File: src/hw/rtl/dif_pkg.sv
// ----------------------------------------------------------------------------
// dif_pkg
// Shared constants, codes and control types of the decimal integer formatter.
// ----------------------------------------------------------------------------
`default_nettype none

package dif_pkg;

   // Most characters that one conversion may emit.
   localparam int MAX_CHARS = 64;
   localparam int CNT_W     = $clog2(MAX_CHARS + 1);

   // Operand and decimal register geometry.
   localparam int VALUE_W  = 64;
   localparam int DIGITS   = 20;
   localparam int BCD_W    = 4 * DIGITS;
   localparam int ITER_W   = $clog2(VALUE_W);
   localparam int ND_W     = $clog2(DIGITS + 1);
   localparam int PREC_W   = 6;
   localparam int FW_W     = 7;
   localparam int POS_W    = 8;

   // Conversion kinds.
   localparam logic [1:0] FUNC_SIGNED   = 2'd0;
   localparam logic [1:0] FUNC_UNSIGNED = 2'd1;
   localparam logic [1:0] FUNC_CHAR     = 2'd2;
   localparam logic [1:0] FUNC_NONE     = 2'd3;

   // Operand sizes.
   localparam logic [1:0] SIZE_32 = 2'd0;
   localparam logic [1:0] SIZE_16 = 2'd1;
   localparam logic [1:0] SIZE_64 = 2'd2;

   // Sign modes.
   localparam logic [1:0] SIGN_NONE  = 2'd0;
   localparam logic [1:0] SIGN_SPACE = 2'd1;
   localparam logic [1:0] SIGN_PLUS  = 2'd2;

   // Characters.
   localparam logic [7:0] CHAR_ZERO  = 8'h30;
   localparam logic [7:0] CHAR_MINUS = 8'h2d;
   localparam logic [7:0] CHAR_PLUS  = 8'h2b;
   localparam logic [7:0] CHAR_SPACE = 8'h20;
   localparam logic [3:0] DIGIT_HIGH = 4'h3;

   typedef struct packed {
      logic load;
      logic dabble;
      logic trim;
      logic len;
      logic bound;
      logic emit;
   } cmd_type;

   typedef struct packed {
      logic dabble_last;
      logic trim_done;
      logic emit_last;
      logic out_free;
   } status_type;

endpackage

`default_nettype wire

File: src/hw/rtl/dif_if.sv
// ----------------------------------------------------------------------------
// dif_if
// Request and response channels of the decimal integer formatter.
// ----------------------------------------------------------------------------
`default_nettype none

interface dif_req_if;
   logic        valid;
   logic        ready;
   logic [1:0]  func;
   logic [1:0]  size_code;
   logic [63:0] value;
   logic signed [6:0] min_digits;
   logic [6:0]  field_width;
   logic        left_justify;
   logic [1:0]  sign_mode;

   modport source (output valid, func, size_code, value, min_digits, field_width,
                   left_justify, sign_mode, input ready);
   modport sink   (input valid, func, size_code, value, min_digits, field_width,
                   left_justify, sign_mode, output ready);
endinterface

interface dif_rsp_if;
   logic       valid;
   logic       ready;
   logic [7:0] out_char;
   logic       last;

   modport source (output valid, out_char, last, input ready);
   modport sink   (input valid, out_char, last, output ready);
endinterface

`default_nettype wire

File: src/hw/rtl/dif_ctrl.sv
// ----------------------------------------------------------------------------
// dif_ctrl
// Sequencer: accepts a request, runs the binary to decimal conversion, trims
// leading zero digits, lays out the field and steps out the characters.
// ----------------------------------------------------------------------------
`default_nettype none

module dif_ctrl (
   input  wire                      clock,
   input  wire                      reset,
   input  wire                      req_valid,
   input  wire [1:0]                req_func,
   output logic                     req_ready,
   output dif_pkg::cmd_type         cmd,
   input  wire dif_pkg::status_type status
);

   typedef enum logic [2:0] {
      ST_IDLE,
      ST_CONVERT,
      ST_TRIM,
      ST_LEN,
      ST_BOUND,
      ST_EMIT
   } state_type;

   state_type state_ff;
   logic      ready_ff;
   logic      accept;

   assign accept    = req_valid && ready_ff && (state_ff == ST_IDLE);
   assign req_ready = ready_ff;

   always_comb begin
      cmd        = '0;
      cmd.load   = accept;
      unique case (state_ff)
         ST_IDLE:    ;
         ST_CONVERT: cmd.dabble = 1'b1;
         ST_TRIM:    cmd.trim   = !status.trim_done;
         ST_LEN:     cmd.len    = 1'b1;
         ST_BOUND:   cmd.bound  = 1'b1;
         ST_EMIT:    cmd.emit   = status.out_free;
         default:    ;
      endcase
   end

   always_ff @(posedge clock) begin
      if (reset) begin
         state_ff <= ST_IDLE;
         ready_ff <= 1'b0;
      end else begin
         unique case (state_ff)
            ST_IDLE: begin
               // A request of the unused kind produces no characters.
               if (accept && (req_func != dif_pkg::FUNC_NONE)) begin
                  state_ff <= ST_CONVERT;
                  ready_ff <= 1'b0;
               end else begin
                  ready_ff <= 1'b1;
               end
            end
            ST_CONVERT: begin
               if (status.dabble_last) state_ff <= ST_TRIM;
            end
            ST_TRIM: begin
               if (status.trim_done) state_ff <= ST_LEN;
            end
            ST_LEN:   state_ff <= ST_BOUND;
            ST_BOUND: state_ff <= ST_EMIT;
            ST_EMIT: begin
               if (status.out_free && status.emit_last) begin
                  state_ff <= ST_IDLE;
                  ready_ff <= 1'b1;
               end
            end
            default: state_ff <= ST_IDLE;
         endcase
      end
   end

endmodule

`default_nettype wire

File: src/hw/rtl/dif_datapath.sv
// ----------------------------------------------------------------------------
// dif_datapath
// Operand preparation, shift-and-add-3 decimal conversion, digit trimming,
// field layout and the registered character output.
// ----------------------------------------------------------------------------
`default_nettype none

module dif_datapath (
   input  wire                   clock,
   input  wire                   reset,
   input  wire dif_pkg::cmd_type cmd,
   output dif_pkg::status_type   status,
   input  wire [1:0]             req_func,
   input  wire [1:0]             req_size_code,
   input  wire [63:0]            req_value,
   input  wire [6:0]             req_min_digits,
   input  wire [6:0]             req_field_width,
   input  wire                   req_left_justify,
   input  wire [1:0]             req_sign_mode,
   input  wire                   rsp_ready,
   output logic                  rsp_valid,
   output logic [7:0]            rsp_out_char,
   output logic                  rsp_last
);

   logic [dif_pkg::VALUE_W-1:0] bin_ff;
   logic [dif_pkg::BCD_W-1:0]   bcd_ff;
   logic [dif_pkg::ITER_W-1:0]  iter_ff;
   logic [dif_pkg::ND_W-1:0]    nd_ff;
   logic                        is_char_ff;
   logic [7:0]                  char_ff;
   logic [dif_pkg::PREC_W-1:0]  prec_ff;
   logic [dif_pkg::FW_W-1:0]    width_ff;
   logic                        left_ff;
   logic                        sign_len_ff;
   logic [7:0]                  sign_char_ff;
   logic [6:0]                  sz_ff;
   logic [6:0]                  text_len_ff;
   logic [dif_pkg::POS_W-1:0]   b1_ff;
   logic [dif_pkg::POS_W-1:0]   b2_ff;
   logic [dif_pkg::POS_W-1:0]   b3_ff;
   logic [dif_pkg::POS_W-1:0]   b4_ff;
   logic [dif_pkg::CNT_W-1:0]   total_ff;
   logic [dif_pkg::CNT_W-1:0]   k_ff;
   logic                        rsp_valid_ff;
   logic [7:0]                  rsp_char_ff;
   logic                        rsp_last_ff;

   logic                        is_signed;
   logic [dif_pkg::VALUE_W-1:0] v_ext;
   logic                        neg;
   logic [dif_pkg::VALUE_W-1:0] mag;
   logic [dif_pkg::BCD_W-1:0]   bcd_adj;
   logic [dif_pkg::PREC_W-1:0]  zeros_in;
   logic [6:0]                  pad;
   logic [6:0]                  lead;
   logic [dif_pkg::POS_W-1:0]   span;
   logic [dif_pkg::CNT_W-1:0]   total_in;
   logic [dif_pkg::POS_W-1:0]   pos;
   logic [7:0]                  char_in;
   logic [dif_pkg::CNT_W-1:0]   k_next;

   // Operand cut to its size and extended, then split into sign and magnitude.
   always_comb begin
      is_signed = (req_func == dif_pkg::FUNC_SIGNED);
      unique case (req_size_code)
         dif_pkg::SIZE_16: v_ext = {{48{is_signed & req_value[15]}}, req_value[15:0]};
         dif_pkg::SIZE_64: v_ext = req_value;
         default:          v_ext = {{32{is_signed & req_value[31]}}, req_value[31:0]};
      endcase
      neg = is_signed & v_ext[63];
      mag = neg ? (~v_ext + 64'd1) : v_ext;
   end

   // Add 3 to every decimal digit of five or more before the shift.
   always_comb begin
      for (int d = 0; d < dif_pkg::DIGITS; d++) begin
         if (bcd_ff[4*d +: 4] >= 4'd5) bcd_adj[4*d +: 4] = bcd_ff[4*d +: 4] + 4'd3;
         else                         bcd_adj[4*d +: 4] = bcd_ff[4*d +: 4];
      end
   end

   always_comb begin
      if ({1'b0, prec_ff} > 7'(nd_ff)) zeros_in = prec_ff - dif_pkg::PREC_W'(nd_ff);
      else                             zeros_in = '0;
   end

   always_comb begin
      if (width_ff > text_len_ff) pad = width_ff - text_len_ff;
      else                        pad = '0;
      lead = left_ff ? 7'd0 : pad;
      span = {1'b0, pad} + {1'b0, text_len_ff};
      if (span > dif_pkg::POS_W'(dif_pkg::MAX_CHARS))
         total_in = dif_pkg::CNT_W'(dif_pkg::MAX_CHARS);
      else
         total_in = span[dif_pkg::CNT_W-1:0];
   end

   // Character at the current field position.
   always_comb begin
      pos = dif_pkg::POS_W'(k_ff);
      priority if (pos < b1_ff) char_in = dif_pkg::CHAR_SPACE;
      else if (pos < b2_ff)     char_in = sign_char_ff;
      else if (pos < b3_ff)     char_in = dif_pkg::CHAR_ZERO;
      else if (pos < b4_ff)     char_in = is_char_ff ? char_ff
                                          : {dif_pkg::DIGIT_HIGH, bcd_ff[dif_pkg::BCD_W-1 -: 4]};
      else                      char_in = dif_pkg::CHAR_SPACE;
   end

   assign k_next = k_ff + dif_pkg::CNT_W'(1);

   always_ff @(posedge clock) begin
      if (cmd.load) begin
         bin_ff     <= mag;
         bcd_ff     <= '0;
         iter_ff    <= '0;
         nd_ff      <= dif_pkg::ND_W'(dif_pkg::DIGITS);
         is_char_ff <= (req_func == dif_pkg::FUNC_CHAR);
         char_ff    <= req_value[7:0];
         prec_ff    <= req_min_digits[6] ? '0 : req_min_digits[5:0];
         width_ff   <= req_field_width;
         left_ff    <= req_left_justify;
         if (!is_signed) begin
            sign_len_ff  <= 1'b0;
            sign_char_ff <= dif_pkg::CHAR_SPACE;
         end else if (neg) begin
            sign_len_ff  <= 1'b1;
            sign_char_ff <= dif_pkg::CHAR_MINUS;
         end else if (req_sign_mode >= dif_pkg::SIGN_PLUS) begin
            sign_len_ff  <= 1'b1;
            sign_char_ff <= dif_pkg::CHAR_PLUS;
         end else if (req_sign_mode == dif_pkg::SIGN_SPACE) begin
            sign_len_ff  <= 1'b1;
            sign_char_ff <= dif_pkg::CHAR_SPACE;
         end else begin
            sign_len_ff  <= 1'b0;
            sign_char_ff <= dif_pkg::CHAR_SPACE;
         end
      end
      if (cmd.dabble) begin
         bcd_ff  <= {bcd_adj[dif_pkg::BCD_W-2:0], bin_ff[dif_pkg::VALUE_W-1]};
         bin_ff  <= {bin_ff[dif_pkg::VALUE_W-2:0], 1'b0};
         iter_ff <= iter_ff + dif_pkg::ITER_W'(1);
      end
      if (cmd.trim) begin
         bcd_ff <= {bcd_ff[dif_pkg::BCD_W-5:0], 4'h0};
         nd_ff  <= nd_ff - dif_pkg::ND_W'(1);
      end
      if (cmd.len) begin
         if (is_char_ff) begin
            sz_ff       <= '0;
            text_len_ff <= 7'd1;
         end else begin
            sz_ff       <= 7'(sign_len_ff) + 7'(zeros_in);
            text_len_ff <= 7'(sign_len_ff) + 7'(zeros_in) + 7'(nd_ff);
         end
      end
      if (cmd.bound) begin
         b1_ff    <= dif_pkg::POS_W'(lead);
         b2_ff    <= dif_pkg::POS_W'(lead) + dif_pkg::POS_W'(sign_len_ff);
         b3_ff    <= dif_pkg::POS_W'(lead) + dif_pkg::POS_W'(sz_ff);
         b4_ff    <= dif_pkg::POS_W'(lead) + dif_pkg::POS_W'(text_len_ff);
         total_ff <= total_in;
         k_ff     <= '0;
      end
      if (cmd.emit) begin
         rsp_char_ff <= char_in;
         rsp_last_ff <= (k_next == total_ff);
         k_ff        <= k_next;
         // Digits leave from the top of the decimal register.
         if (!is_char_ff && (pos >= b3_ff) && (pos < b4_ff))
            bcd_ff <= {bcd_ff[dif_pkg::BCD_W-5:0], 4'h0};
      end
   end

   always_ff @(posedge clock) begin
      if (reset) begin
         rsp_valid_ff <= 1'b0;
      end else if (cmd.emit) begin
         rsp_valid_ff <= 1'b1;
      end else if (rsp_ready) begin
         rsp_valid_ff <= 1'b0;
      end
   end

   assign status.dabble_last = (iter_ff == {dif_pkg::ITER_W{1'b1}});
   assign status.trim_done   = (nd_ff == dif_pkg::ND_W'(1))
                               || (bcd_ff[dif_pkg::BCD_W-1 -: 4] != 4'h0);
   assign status.emit_last   = (k_next == total_ff);
   assign status.out_free    = !rsp_valid_ff || rsp_ready;

   assign rsp_valid    = rsp_valid_ff;
   assign rsp_out_char = rsp_char_ff;
   assign rsp_last     = rsp_last_ff;

endmodule

`default_nettype wire

File: src/hw/rtl/decimal_integer_formatter.sv
// ----------------------------------------------------------------------------
// decimal_integer_formatter
// Formats one integer or character request as a padded decimal text field.
// ----------------------------------------------------------------------------
// Sequence: once a request is taken, 64 shift-and-add-3 steps, up to 19 trims
// of leading zeros and the layout states ST_LEN and ST_BOUND run, then emission.
// Throughput: then one character per cycle, up to 64 per request, while the
// response side keeps up; the next request waits for the last character.
// Reset: synchronous; the channel is idle and turns ready in the cycle after reset.
`default_nettype none

module decimal_integer_formatter (
   input  wire       clock,
   input  wire       reset,
   dif_req_if.sink   req_chan,
   dif_rsp_if.source rsp_chan
);

   dif_pkg::cmd_type    cmd;
   dif_pkg::status_type status;

   dif_ctrl u_ctrl (
      .clock     (clock),
      .reset     (reset),
      .req_valid (req_chan.valid),
      .req_func  (req_chan.func),
      .req_ready (req_chan.ready),
      .cmd       (cmd),
      .status    (status)
   );

   dif_datapath u_datapath (
      .clock            (clock),
      .reset            (reset),
      .cmd              (cmd),
      .status           (status),
      .req_func         (req_chan.func),
      .req_size_code    (req_chan.size_code),
      .req_value        (req_chan.value),
      .req_min_digits   (req_chan.min_digits),
      .req_field_width  (req_chan.field_width),
      .req_left_justify (req_chan.left_justify),
      .req_sign_mode    (req_chan.sign_mode),
      .rsp_ready        (rsp_chan.ready),
      .rsp_valid        (rsp_chan.valid),
      .rsp_out_char     (rsp_chan.out_char),
      .rsp_last         (rsp_chan.last)
   );

endmodule

`default_nettype wire

File: src/flat_wrapper.sv
// flat-port wrapper written by rule: the top's interface ports become plain ports
module decimal_integer_formatter_flat 
  (clock, reset, req_chan_valid, req_chan_func, req_chan_size_code, req_chan_value, req_chan_min_digits, req_chan_field_width, req_chan_left_justify, req_chan_sign_mode, req_chan_ready, rsp_chan_valid, rsp_chan_out_char, rsp_chan_last, rsp_chan_ready);
  dif_req_if req_chan_i ();
  dif_rsp_if rsp_chan_i ();
  input  wire clock;
  input  wire reset;
  input wire logic [$bits(req_chan_i.valid)-1:0] req_chan_valid;
  input wire logic [$bits(req_chan_i.func)-1:0] req_chan_func;
  input wire logic [$bits(req_chan_i.size_code)-1:0] req_chan_size_code;
  input wire logic [$bits(req_chan_i.value)-1:0] req_chan_value;
  input wire logic [$bits(req_chan_i.min_digits)-1:0] req_chan_min_digits;
  input wire logic [$bits(req_chan_i.field_width)-1:0] req_chan_field_width;
  input wire logic [$bits(req_chan_i.left_justify)-1:0] req_chan_left_justify;
  input wire logic [$bits(req_chan_i.sign_mode)-1:0] req_chan_sign_mode;
  output wire logic [$bits(req_chan_i.ready)-1:0] req_chan_ready;
  output wire logic [$bits(rsp_chan_i.valid)-1:0] rsp_chan_valid;
  output wire logic [$bits(rsp_chan_i.out_char)-1:0] rsp_chan_out_char;
  output wire logic [$bits(rsp_chan_i.last)-1:0] rsp_chan_last;
  input wire logic [$bits(rsp_chan_i.ready)-1:0] rsp_chan_ready;
  assign req_chan_i.valid = req_chan_valid;
  assign req_chan_i.func = req_chan_func;
  assign req_chan_i.size_code = req_chan_size_code;
  assign req_chan_i.value = req_chan_value;
  assign req_chan_i.min_digits = req_chan_min_digits;
  assign req_chan_i.field_width = req_chan_field_width;
  assign req_chan_i.left_justify = req_chan_left_justify;
  assign req_chan_i.sign_mode = req_chan_sign_mode;
  assign req_chan_ready = req_chan_i.ready;
  assign rsp_chan_valid = rsp_chan_i.valid;
  assign rsp_chan_out_char = rsp_chan_i.out_char;
  assign rsp_chan_last = rsp_chan_i.last;
  assign rsp_chan_i.ready = rsp_chan_ready;
  decimal_integer_formatter u_core (.clock(clock), .reset(reset), .req_chan(req_chan_i), .rsp_chan(rsp_chan_i));
endmodule
File: config.mk
export PLATFORM = sky130hd
export DESIGN_NAME = decimal_integer_formatter_flat
export DESIGN_NICKNAME = d
export VERILOG_FILES = /design/src/hw/rtl/dif_pkg.sv /design/src/hw/rtl/dif_if.sv /design/src/hw/rtl/dif_ctrl.sv /design/src/hw/rtl/dif_datapath.sv /design/src/hw/rtl/decimal_integer_formatter.sv /design/src/flat_wrapper.sv
export SDC_FILE = /design/constraint.sdc
export NUM_CORES = 1
export LEC_CHECK = 0
export ABC_AREA = 1
export BUFFER_PORTS_ARGS = -buffer_cell sky130_fd_sc_hd__buf_4
export CORE_MARGIN = 1
export CORE_UTILIZATION = 63
export CTS_CLUSTER_SIZE = 28
export DETAILED_ROUTE_END_ITERATION = 10
export MAX_ROUTING_LAYER = met4
export PLACE_DENSITY = 0.79
export SYNTH_ARGS = -nofsm -noshare
export SYNTH_HDL_FRONTEND = slang
export SYNTH_SLANG_ARGS = --single-unit
File: constraint.sdc
create_clock -name clock -period 3.7 [get_ports clock]
set_input_delay 0.74 -clock clock [delete_from_list [all_inputs] [get_ports clock]]
set_output_delay 0.74 -clock clock [all_outputs]
set_load 0.005 [all_outputs]
==> run metrics, run 1 <==
setup TNS=0 ns; num rows=60; slew margin rel.=between 20% and 30%; Most Crowded Layer GR=met2; layout cells sized above 1=between 10% and 20%; Iter 0 DRT Violations=roughly 1500; Crit. Startpoint=u_core.u_datapath.text_len_ff[2]; max_cap viols=0; max-slew violation count=0; PwrDens=628 nW/um^2; Post-Syn Area per Cell=approximately 7.6 sq um; Worst-Skew Late Latency=roughly 0.55 ns; die width=168 um; worst hold slack=between 0.3 and 0.4 ns; # nets final=roughly 2600; CTS tree=built; Chip Height=~170 um; dominant cell type by area after synthesis=edfxtp_1; RD Place Congestion=approximately 0.98; DRC Markers=0; total power draw=around 12000 uW; RR Startpoint=u_core.u_datapath.text_len_ff[2]; worst min-delay path startpoint=req_chan_field_width[4]; Post-Syn Area=~17000 sq um; root buf cell=clkbuf_16; area of the die=~28000 sq um; CTS sink cnt=between 200 and 300; WL/cell=15.1 um; post-layout min period=3.43 ns; total gr overflow=0; Vias per Instance=around 5.7; Worst path max stage delay=around 0.42 ns; gr usage total=30.3%; clk buf depth=3; FMAX=between 0.2 and 0.3 GHz; core area=27000 sq um; Crit path arrival time=around 3.7 ns; port bufs=slightly below 100; dpl cells=between 2000 and 3000; ys async rst share=0%; Core Util, Final=just over 70%; critical-path cell list=inv_1, ha_1, nand2_1, o21ai_2, nand2_1, nand2_2, nand2_2, nor2_1, nand2_1, inv_1, ha_1, a21oi_1, inv_1, a31oi_1, o21ai_0, a21oi_1, xor2_1; maximum vdd drop=between 500 and 600 uV; GRT met3 Usage=3.13%; Hold Violations, Final=0; prevailing post-synth register cell=edfxtp_1; yosys warns=0; sequential-to-total area share from yosys stat=~39%; first-pass GRT wire length=between 60 and 70 mm; # setup viols final=0; io pins=100; flop and latch count out of synthesis=about 260; Area growth syn-to-layout=12.5%; Inserted Clock Buffers=29; Slowest-stage cell, CP=edfxtp_1; grt met1 use=between 30 and 40%; RSZ-0062 raised after global routing=yes; crit path launch type=flop; CP Capture Type=flop; Net Count, Synth=2487; largest net degree at the start of global routing=around 110; post-synthesis cell type count=56; detailed-route via count=roughly 15000; first drt pass iteration count=6; Critical Path RT=approximately 4 ns; GR Util met2=between 50% and 60%; CP max FO=6; initial core utilization=64.3%; Gate Count Post-Synth=2278; Worst Tran Pin Value=roughly 1.1 ns; Lkg Pwr=~0.0089 uW; Layout Skew=approximately 0.013 ns; status=completed; initial antenna violation count=0; fin cells=around 2700; top-area cell type share of the netlist area=about 29%; HP Class=input port to flop; Final Routed Wirelength=between 40 and 50 mm; Final HPWL DP=~30 mm; vias in the first global route=between 10000 and 15000; Post-synth EDFFs=between 150 and 200; post-route ant nets=0; fin crit share=between 90% and 100%; top cells by area, synth=edfxtp_1, dfxtp_1, nand2_1; antenna diode count=0; CP Class=flop to flop; H-tree levels=1; Clk pin slew, worst setup/hold paths=~0.060 ns
-- area by class of cell --
type	instances	area [sq um]
inverter	307	1150
timing repair buffer	138	1120
sequential	255	6800
clock inverter	7	62.6
fill	2186	7480
clock buffer	47	897
tap	341	427
multi-input combinational	1645	9010
-- report_power, final --
part | leakage [uW] | total, uW | switching [uW] | internal [uW]
clock | 0.000475 | 2870 | 1140 | 1720
sequential | 0.00229 | 4510 | 437 | 4070
combinational | 0.00616 | 4850 | 3170 | 1680
-- through the flow --
step                      cell area, sq um  setup WS (ns)
after floorplan                      17300          0.321
after global placement               18400          0.191
after detailed placement             18400          0.153
after CTS                            19400          0.141
after global routing                 19500        -0.0410
final                                19500          0.266
-- path summary, 6_finish.rpt --
path	endpoint	slack, ns	depth (start not counted)
max	u_core.u_datapath.b3_ff[6]	0.27	17
min	u_core.u_datapath.width_ff[4]	0.36	1
max reg2reg	u_core.u_datapath.b3_ff[6]	0.27	17
min reg2reg	u_core.u_datapath.bcd_ff[3]	0.47	2
-- per-layer routing --
| layer | part of all wire [%] | routed length, um |
|---|---|---|
| met5 | 0 | 0 |
| met4 | 2.6 | 1080 |
| met3 | 6.9 | 2870 |
| met2 | 47 | 19600 |
| met1 | 43 | 17900 |
-- state kept, by name, summed over array words and instances (netlist names), 3 cells and up --
signal,flops
u_core.u_datapath.bcd_ff,80
u_core.u_datapath.bin_ff,64
u_core.u_datapath.b2_ff,8
u_core.u_datapath.b3_ff,8
u_core.u_datapath.b4_ff,8
u_core.u_datapath.char_ff,8
u_core.u_datapath.rsp_out_char,8
u_core.u_datapath.b1_ff,7
u_core.u_datapath.k_ff,7
u_core.u_datapath.sz_ff,7
u_core.u_datapath.text_len_ff,7
u_core.u_datapath.total_ff,7
u_core.u_datapath.width_ff,7
u_core.u_datapath.iter_ff,6
u_core.u_datapath.prec_ff,6
u_core.u_datapath.nd_ff,5
u_core.u_ctrl.state_ff,3
u_core.u_datapath.sign_char_ff,3
-- Yosys cell counts (all sizes together), types with 6 or more instances --
cell      n
fa        6
a21oi   181
ha      114
nor2    299
o21ai   189
o22ai    12
a31oi     7
edfxtp  169
clkbuf   25
xor2     49
xnor2    16
nand4    42
o32ai    10
and2      7
nand3   170
dfxtp    86
buf      46
inv     306
nand2   461
nand3b    8
nor3     16
or2      14
-- cells in the final DEF (no fill, tap or decap), types with 16 or more instances in the layout --
| cell | netlist | layout |
|---|---|---|
| o21ai_1 | 24 | 25 |
| edfxtp_1 | 169 | 169 |
| dfxtp_1 | 86 | 86 |
| inv_1 | 295 | 294 |
| a21oi_1 | 181 | 181 |
| o21ai_0 | 160 | 158 |
| nand3_1 | 159 | 159 |
| nor2_1 | 285 | 284 |
| xor2_1 | 49 | 49 |
| clkbuf_16 | 0 | 31 |
| nand4_1 | 42 | 42 |
| ha_1 | 114 | 112 |
| buf_4 | 13 | 131 |
| xnor2_1 | 16 | 16 |
| nand2_1 | 450 | 449 |
-- cells by family after synthesis --
family / after synthesis / share of synthesized area, %
xor gates and xnor gates: 65 / 3.29
DFF: 255 / 39.2
and+or+nand+nor: 1023 / 25.6
AOI/OAI and AO/OA: 437 / 13.8
buffers and inverters: 378 / 9.11
adders and majority gates: 120 / 8.93
-- worst max-delay path: cells and delay by family, from the launching register on --
| family | cells | cell delay [ns] |
|---|---|---|
| compound gates | 5 | 0.94 |
| xor+xnor | 1 | 0.10 |
| fa+ha+maj | 2 | 0.69 |
| buf+inv | 3 | 0.33 |
| flops | 1 | 0.42 |
| simple gates | 6 | 0.69 |
-- what timing repair did --
action / in CTS / in global routing
endpoints found under the setup margin: 0 / 3
gates resized for setup: 0 / 8
buffers inserted: 0 / 8
hold endpoints to repair: 0 / 0
hold buffers: 0 / 0
(Power assumes the default switching activity.)
==> run 2, diff against run 1 <==
==> constraint.sdc (replaced) <==
create_clock -name clock -period 3.7 [get_ports clock]
set_input_delay 0.185 -clock clock [delete_from_list [all_inputs] [get_ports clock]]
set_output_delay 0.185 -clock clock [all_outputs]
set_load 0.005 [all_outputs]
==> run metrics, run 2 (synthesis gave the netlist of run 1 again) <==
port bufs=99 (unchanged); status=completed (unchanged); DRC Markers=0 (unchanged); critical-path cell list=inv_1, ha_1, inv_1, fa_2, nand3_1, o211ai_1, nand2_1, nor2_1, ha_1, ha_1, a31o_2, nand2_1, inv_1, ha_1, nand2_1, nand2_1, a31oi_2, nor2_1, o21ai_1, nand2_1, a21oi_1, nor2_1 (was inv_1, ha_1, nand2_1, o21ai_2, nand2_1, nand2_2, nand2_2, nor2_1, nand2_1, inv_1, ha_1, a21oi_1, inv_1, a31oi_1, o21ai_0, a21oi_1, xor2_1); largest net degree at the start of global routing=68 (was 113); crit path launch type=flop (unchanged); design area=19800 sq um (was 19500 sq um); dpl cells=2676 (was 2678); total gr overflow=0 (unchanged); Worst Tran Pin Value=1.11 ns (was 1.14 ns); first drt pass iteration count=5 (was 6); Register Area=6800 sq um (unchanged); Chip Height=168 um (unchanged); die width=168 um (unchanged); # nets final=2613 (was 2585); Area growth syn-to-layout=14.3% (was 12.5%); R2R setup slack=0.27 ns (about the same); largest register by flop count=u_core.u_datapath.bcd_ff (unchanged); Final Routed Wirelength=41.9 mm (was 41.5 mm); clk buf depth=3 (unchanged); Critical Path RT=4.00 ns (about the same); # setup viols final=0 (unchanged); Clk pin slew, worst setup/hold paths=0.06 ns (about the same); dpl ws=0.183 ns (was 0.153 ns); slew margin rel.=25.4% (was 23.4%); initial antenna violation count=0 (unchanged); Crit path arrival time=3.73 ns (about the same); CP Class=flop to flop (unchanged); Slowest-stage cell, CP=fa_2 (was edfxtp_1); Hold Violations, Final=0 (unchanged); PwrDens=625 nW/um^2 (was 628 nW/um^2); worst hold slack=0.0181 ns (was 0.363 ns); Inserted Clock Buffers=29 (unchanged); Layout Skew=0.0163 ns (was 0.0132 ns); area of the multi-input gates=9030 sq um (was 9010 sq um); most common cell after layout, fill and taps aside=nand2_1 (unchanged); initial core utilization=64.3% (unchanged); post-route ant nets=0 (unchanged); Worst-Skew Late Latency=0.55 ns (about the same); Iter 0 DRT Violations=1229 (was 1535); first-pass GRT wire length=69.5 mm (was 68.1 mm); H-tree levels=1 (unchanged); core area=27000 sq um (unchanged); WL/cell=15.2 um (was 15.1 um); vias in the first global route=14600 (was 14300); root buf cell=clkbuf_16 (unchanged); detailed-route via count=15600 (was 15500); most frequent cells in the layout=nand2_1, inv_1, nor2_1, a21oi_1, edfxtp_1 (unchanged); Vias per Instance=5.64 (was 5.65); io pins=100 (unchanged); CP max FO=4 (was 6); maximum vdd drop=467 uV (was 509 uV); CTS tree=built (unchanged); Final HPWL DP=30.1 mm (about the same); fin cells=2767 (was 2740); most frequent cell on the critical path=nand2_1; CTS sink cnt=255 (unchanged); top flop regs=u_core.u_datapath.bcd_ff (80), u_core.u_datapath.bin_ff (64) (unchanged); Largest register FFs=80 (unchanged); setup ws final=0.267 ns (was 0.266 ns); Lkg Pwr=0.00907 uW (was 0.00893 uW); placed cell areas=18400 sq um (about the same); layout cells sized above 1=10.8% (was 11.0%); antenna diode count=0 (unchanged); gr usage total=30.8% (was 30.3%); FMAX=0.291 GHz (about the same); num rows=60 (unchanged); post-layout min period=3.43 ns (about the same); HP Class=input port to flop (unchanged); area of the die=28200 sq um (unchanged); RD Place Congestion=0.971 (was 0.979); CP Capture Type=flop (unchanged); RSZ-0062 raised after global routing=yes (unchanged); max-slew violation count=0 (unchanged); # fillers=2080 (was 2186); fin crit share=92.8% (about the same); max_cap viols=0 (unchanged); Core Util, Final=73.5% (was 72.3%); Worst path max stage delay=0.37 ns (was 0.42 ns)
[run 2: cell types whose count changed in the layout (fill, tap and decap cells not counted), moves of 2 or more]
cell and delta:
buf_12 -2, bufinv_16 +3, clkbuf_1 -4, clkbuf_4 -2, dlygate4sd3_1 +31
[run 2: layer usage]
metal | share of wire, % | wire, um | vias up | track usage (%)
li1 | - | - | 7844 | -
met1 | 44 | 18500 | 7158 | 39.6
met2 | 48 | 20000 | 513 | 51.5
met3 | 5.7 | 2400 | 82 | 3.17
met4 | 2.5 | 1050 | 0 | 9.29
met5 | 0 | 0 | - | -
[run 2: final timing paths]
check                           cells after the start                          endpoint                    startpoint
worst max-delay path                               22  u_core.u_datapath.text_len_ff[5]  u_core.u_datapath.prec_ff[0]
worst min-delay path                                3      u_core.u_datapath.bin_ff[10]            req_chan_value[10]
worst max register to register                     22  u_core.u_datapath.text_len_ff[5]  u_core.u_datapath.prec_ff[0]
worst min register to register                      2       u_core.u_datapath.bcd_ff[3]   u_core.u_datapath.bcd_ff[3]
[run 2: stage by stage]
stage	total power [uW]	setup TNS (ns)
2_1_floorplan	8030	0
3_3_place_gp	9080	0
3_5_place_dp	9250	0
4_1_cts	12300	0
5_1_grt	13300	-0.0466
6_report	12400	0
[run 2: area by class of cell]
| cell class | instances | area share, % |
|---|---|---|
| inverters | 307 | 5.83 |
| multi-input cells | 1645 | 45.6 |
| repair buffers | 166 | 7.00 |
| well taps | 341 | 2.16 |
| flip-flops and latches | 255 | 34.3 |
| clock buffers | 40 | 4.21 |
| clock inverters | 13 | 0.872 |
[run 2: repair_timing]
item	CTS	global route
hold endpoints to repair	30	0
hold buffers	31	0
resized for setup	0	7
setup endpoints to repair	0	6
buffers inserted	0	7
[run 2: worst max-delay path, delay by kind of cell, from the launching register on]
family	cells	cell delay [ns]
flops	1	0.35
fa+ha+maj	5	1.22
compound gates	5	0.77
buf+inv	3	0.18
simple gates	9	0.68
[run 2: power by group]
part	switching, uW	internal [uW]	leakage, uW
clock network	1150	1850	0.000501
logic	3160	1690	0.00627
registers	450	4070	0.00229
total	4760	7610	0.00907
==> run 3, diff against run 2 <==
CORE_MARGIN = 1.5   (was 1)
==> run metrics, run 3 (synthesis gave the netlist of run 1 again) <==
CTS sink cnt=255 (unchanged); Reg power frac=37.2% (was 36.5%); worst path bufs/invs=3 (unchanged); fin crit share=94.0% (was 92.8%); gr usage total=30.8% (about the same); # nets final=2607 (was 2613); internal power=7340 uW (was 7610 uW); total power draw=12100 uW (was 12400 uW); dpl ws=0.149 ns (was 0.183 ns); met3 WL=2.53 mm (was 2.40 mm); CP max FO=4 (unchanged); WL/cell=15.3 um (was 15.2 um); FMAX=0.287 GHz (was 0.291 GHz); H-tree levels=1 (unchanged); crit path launch type=flop (unchanged); core area=27000 sq um (unchanged); max-slew violation count=0 (unchanged); first-pass GRT wire length=69.9 mm (was 69.5 mm); top layer in use=met4 (unchanged); DRC Markers=0 (unchanged); slew margin rel.=20.7% (was 25.4%); top flop regs=u_core.u_datapath.bcd_ff (80), u_core.u_datapath.bin_ff (64) (unchanged); Worst path max stage delay=0.37 ns (about the same); Comb power frac=40.5% (was 39.2%); RD Place Congestion=0.980 (was 0.971); area of the multi-input gates=9040 sq um (was 9030 sq um); Hold Violations, Final=0 (unchanged); Chip Height=169 um (was 168 um); PwrDens=615 nW/um^2 (was 625 nW/um^2); largest net degree at the start of global routing=113 (was 68); HP Class=input port to flop (unchanged); Critical Path RT=3.99 ns (was 4.00 ns); Register Area=6800 sq um (unchanged); worst hold slack=0.0374 ns (was 0.0181 ns); Area growth syn-to-layout=13.7% (was 14.3%); Clk network pwr share=22.3% (was 24.3%); area of the die=28500 sq um (was 28200 sq um); setup TNS=0 ns (unchanged); io pins=100 (unchanged); Lkg Pwr=0.00899 uW (was 0.00907 uW); CP Capture Type=flop (unchanged); post-route ant nets=0 (unchanged); detailed-route via count=15700 (was 15600); post-layout min period=3.48 ns (was 3.43 ns); most common cell after layout, fill and taps aside=nand2_1 (unchanged); critical-path cell list=inv_1, ha_1, inv_1, fa_2, nand3_1, o211ai_1, nand2_1, nor2_1, ha_1, ha_1, a31o_2, nand2_1, inv_1, ha_2, nand2_1, nand2_1, a31oi_4, nor2_1, o21ai_0, nand2_1, a21oi_2, nor2_1 (was inv_1, ha_1, inv_1, fa_2, nand3_1, o211ai_1, nand2_1, nor2_1, ha_1, ha_1, a31o_2, nand2_1, inv_1, ha_1, nand2_1, nand2_1, a31oi_2, nor2_1, o21ai_1, nand2_1, a21oi_1, nor2_1); Largest delay share family, worst path=adder cells (unchanged); Vias per Instance=5.68 (was 5.64); met2 WL post-DR=20.1 mm (was 20.0 mm); switch share=39.4% (was 38.5%); Crit path arrival time=3.77 ns (was 3.73 ns); most frequent cells in the layout=nand2_1, inv_1, nor2_1, a21oi_1, edfxtp_1 (unchanged); Worst-Skew Late Latency=0.54 ns (was 0.55 ns); WL met1=18.4 mm (was 18.5 mm); # setup viols final=0 (unchanged); initial antenna violation count=1 (was 0); num rows=60 (unchanged); Slowest-stage cell, CP=fa_2 (unchanged); initial core utilization=64.3% (unchanged); Iter 0 DRT Violations=1431 (was 1229); die width=169 um (was 168 um); Worst Tran Pin Value=1.18 ns (was 1.11 ns); clk buf depth=3 (unchanged); Inserted Clock Buffers=29 (unchanged); max_cap viols=0 (unchanged); Layout Skew=0.0112 ns (was 0.0163 ns); Largest register FFs=80 (unchanged); layout cells sized above 1=10.5% (was 10.8%); Clk pin slew, worst setup/hold paths=0.06 ns (about the same); # fillers=2151 (was 2080); port bufs=99 (unchanged); vias in the first global route=14800 (was 14600); total gr overflow=0 (unchanged); largest register by flop count=u_core.u_datapath.bcd_ff (unchanged); first drt pass iteration count=6 (was 5); root buf cell=clkbuf_16 (unchanged); maximum vdd drop=491 uV (was 467 uV); setup ws final=0.220 ns (was 0.267 ns); most frequent cell on the critical path=nand2_1 (unchanged); CTS tree=built (unchanged); Final HPWL DP=30.4 mm (was 30.1 mm); CP Class=flop to flop (unchanged); NetSw=4780 uW (was 4760 uW); status=completed (unchanged); Final Routed Wirelength=42.4 mm (was 41.9 mm)
run 3: final cells by class:
class	instances	share of cell area, %
Clock buffer	38	4.01
Timing Repair Buffer	160	7.03
Inverter	307	5.86
Sequential cell	255	34.5
Multi-Input combinational cell	1645	45.9
Clock inverter	15	0.508
Tap cell	341	2.17
Antenna cell	1	0.0127
run 3: power groups by stage:
stage / combinational, uW / sequential (uW) / clock [uW]
floorplan: 3600 / 4440 / 0
global placement: 4570 / 4520 / 0
detailed placement: 4730 / 4540 / 0
CTS: 4810 / 4500 / 2740
global route: 5610 / 4590 / 2840
finish: 4900 / 4510 / 2710
run 3: worst paths after layout:
path         slack, ns                          from                               end  depth (start not counted)
min               0.04            req_chan_value[15]      u_core.u_datapath.bin_ff[15]                          3
max               0.22  u_core.u_datapath.prec_ff[0]  u_core.u_datapath.text_len_ff[5]                         22
max reg2reg       0.22  u_core.u_datapath.prec_ff[0]  u_core.u_datapath.text_len_ff[5]                         22
min reg2reg       0.47   u_core.u_datapath.bcd_ff[3]       u_core.u_datapath.bcd_ff[3]                          2
run 3: stage by stage:
| stage | cells | cell area (sq um) | util (%) |
|---|---|---|---|
| 6_report | 2762 | 19700 | 73.1 |
| 5_1_grt | 2762 | 19700 | 73.1 |
| 4_1_cts | 2757 | 19600 | 72.7 |
| 3_5_place_dp | 2671 | 18400 | 68.2 |
| 3_3_place_gp | 2671 | 18400 | 68.2 |
| 2_1_floorplan | 2278 | 17300 | - |
run 3: per-layer routing:
layer | vias up | GRT usage, %
met1 | 7184 | 39.6
met3 | 100 | 3.34
li1 | 7838 | -
met4 | 0 | 10.4
met2 | 559 | 51.0
met5 | - | -
run 3: worst min-delay path, cell delays in order:
cell and delay (ns):
buf_4 0.13, o21ai_0 0.09, nand2_1 0.06
run 3: repair_timing:
item | 4_1_cts | 5_1_grt
resized for setup | 0 | 11
endpoints found under the hold margin | 32 | 0
hold buffers | 33 | 0
setup buffers | 0 | 4
endpoints found under the setup margin | 0 | 4
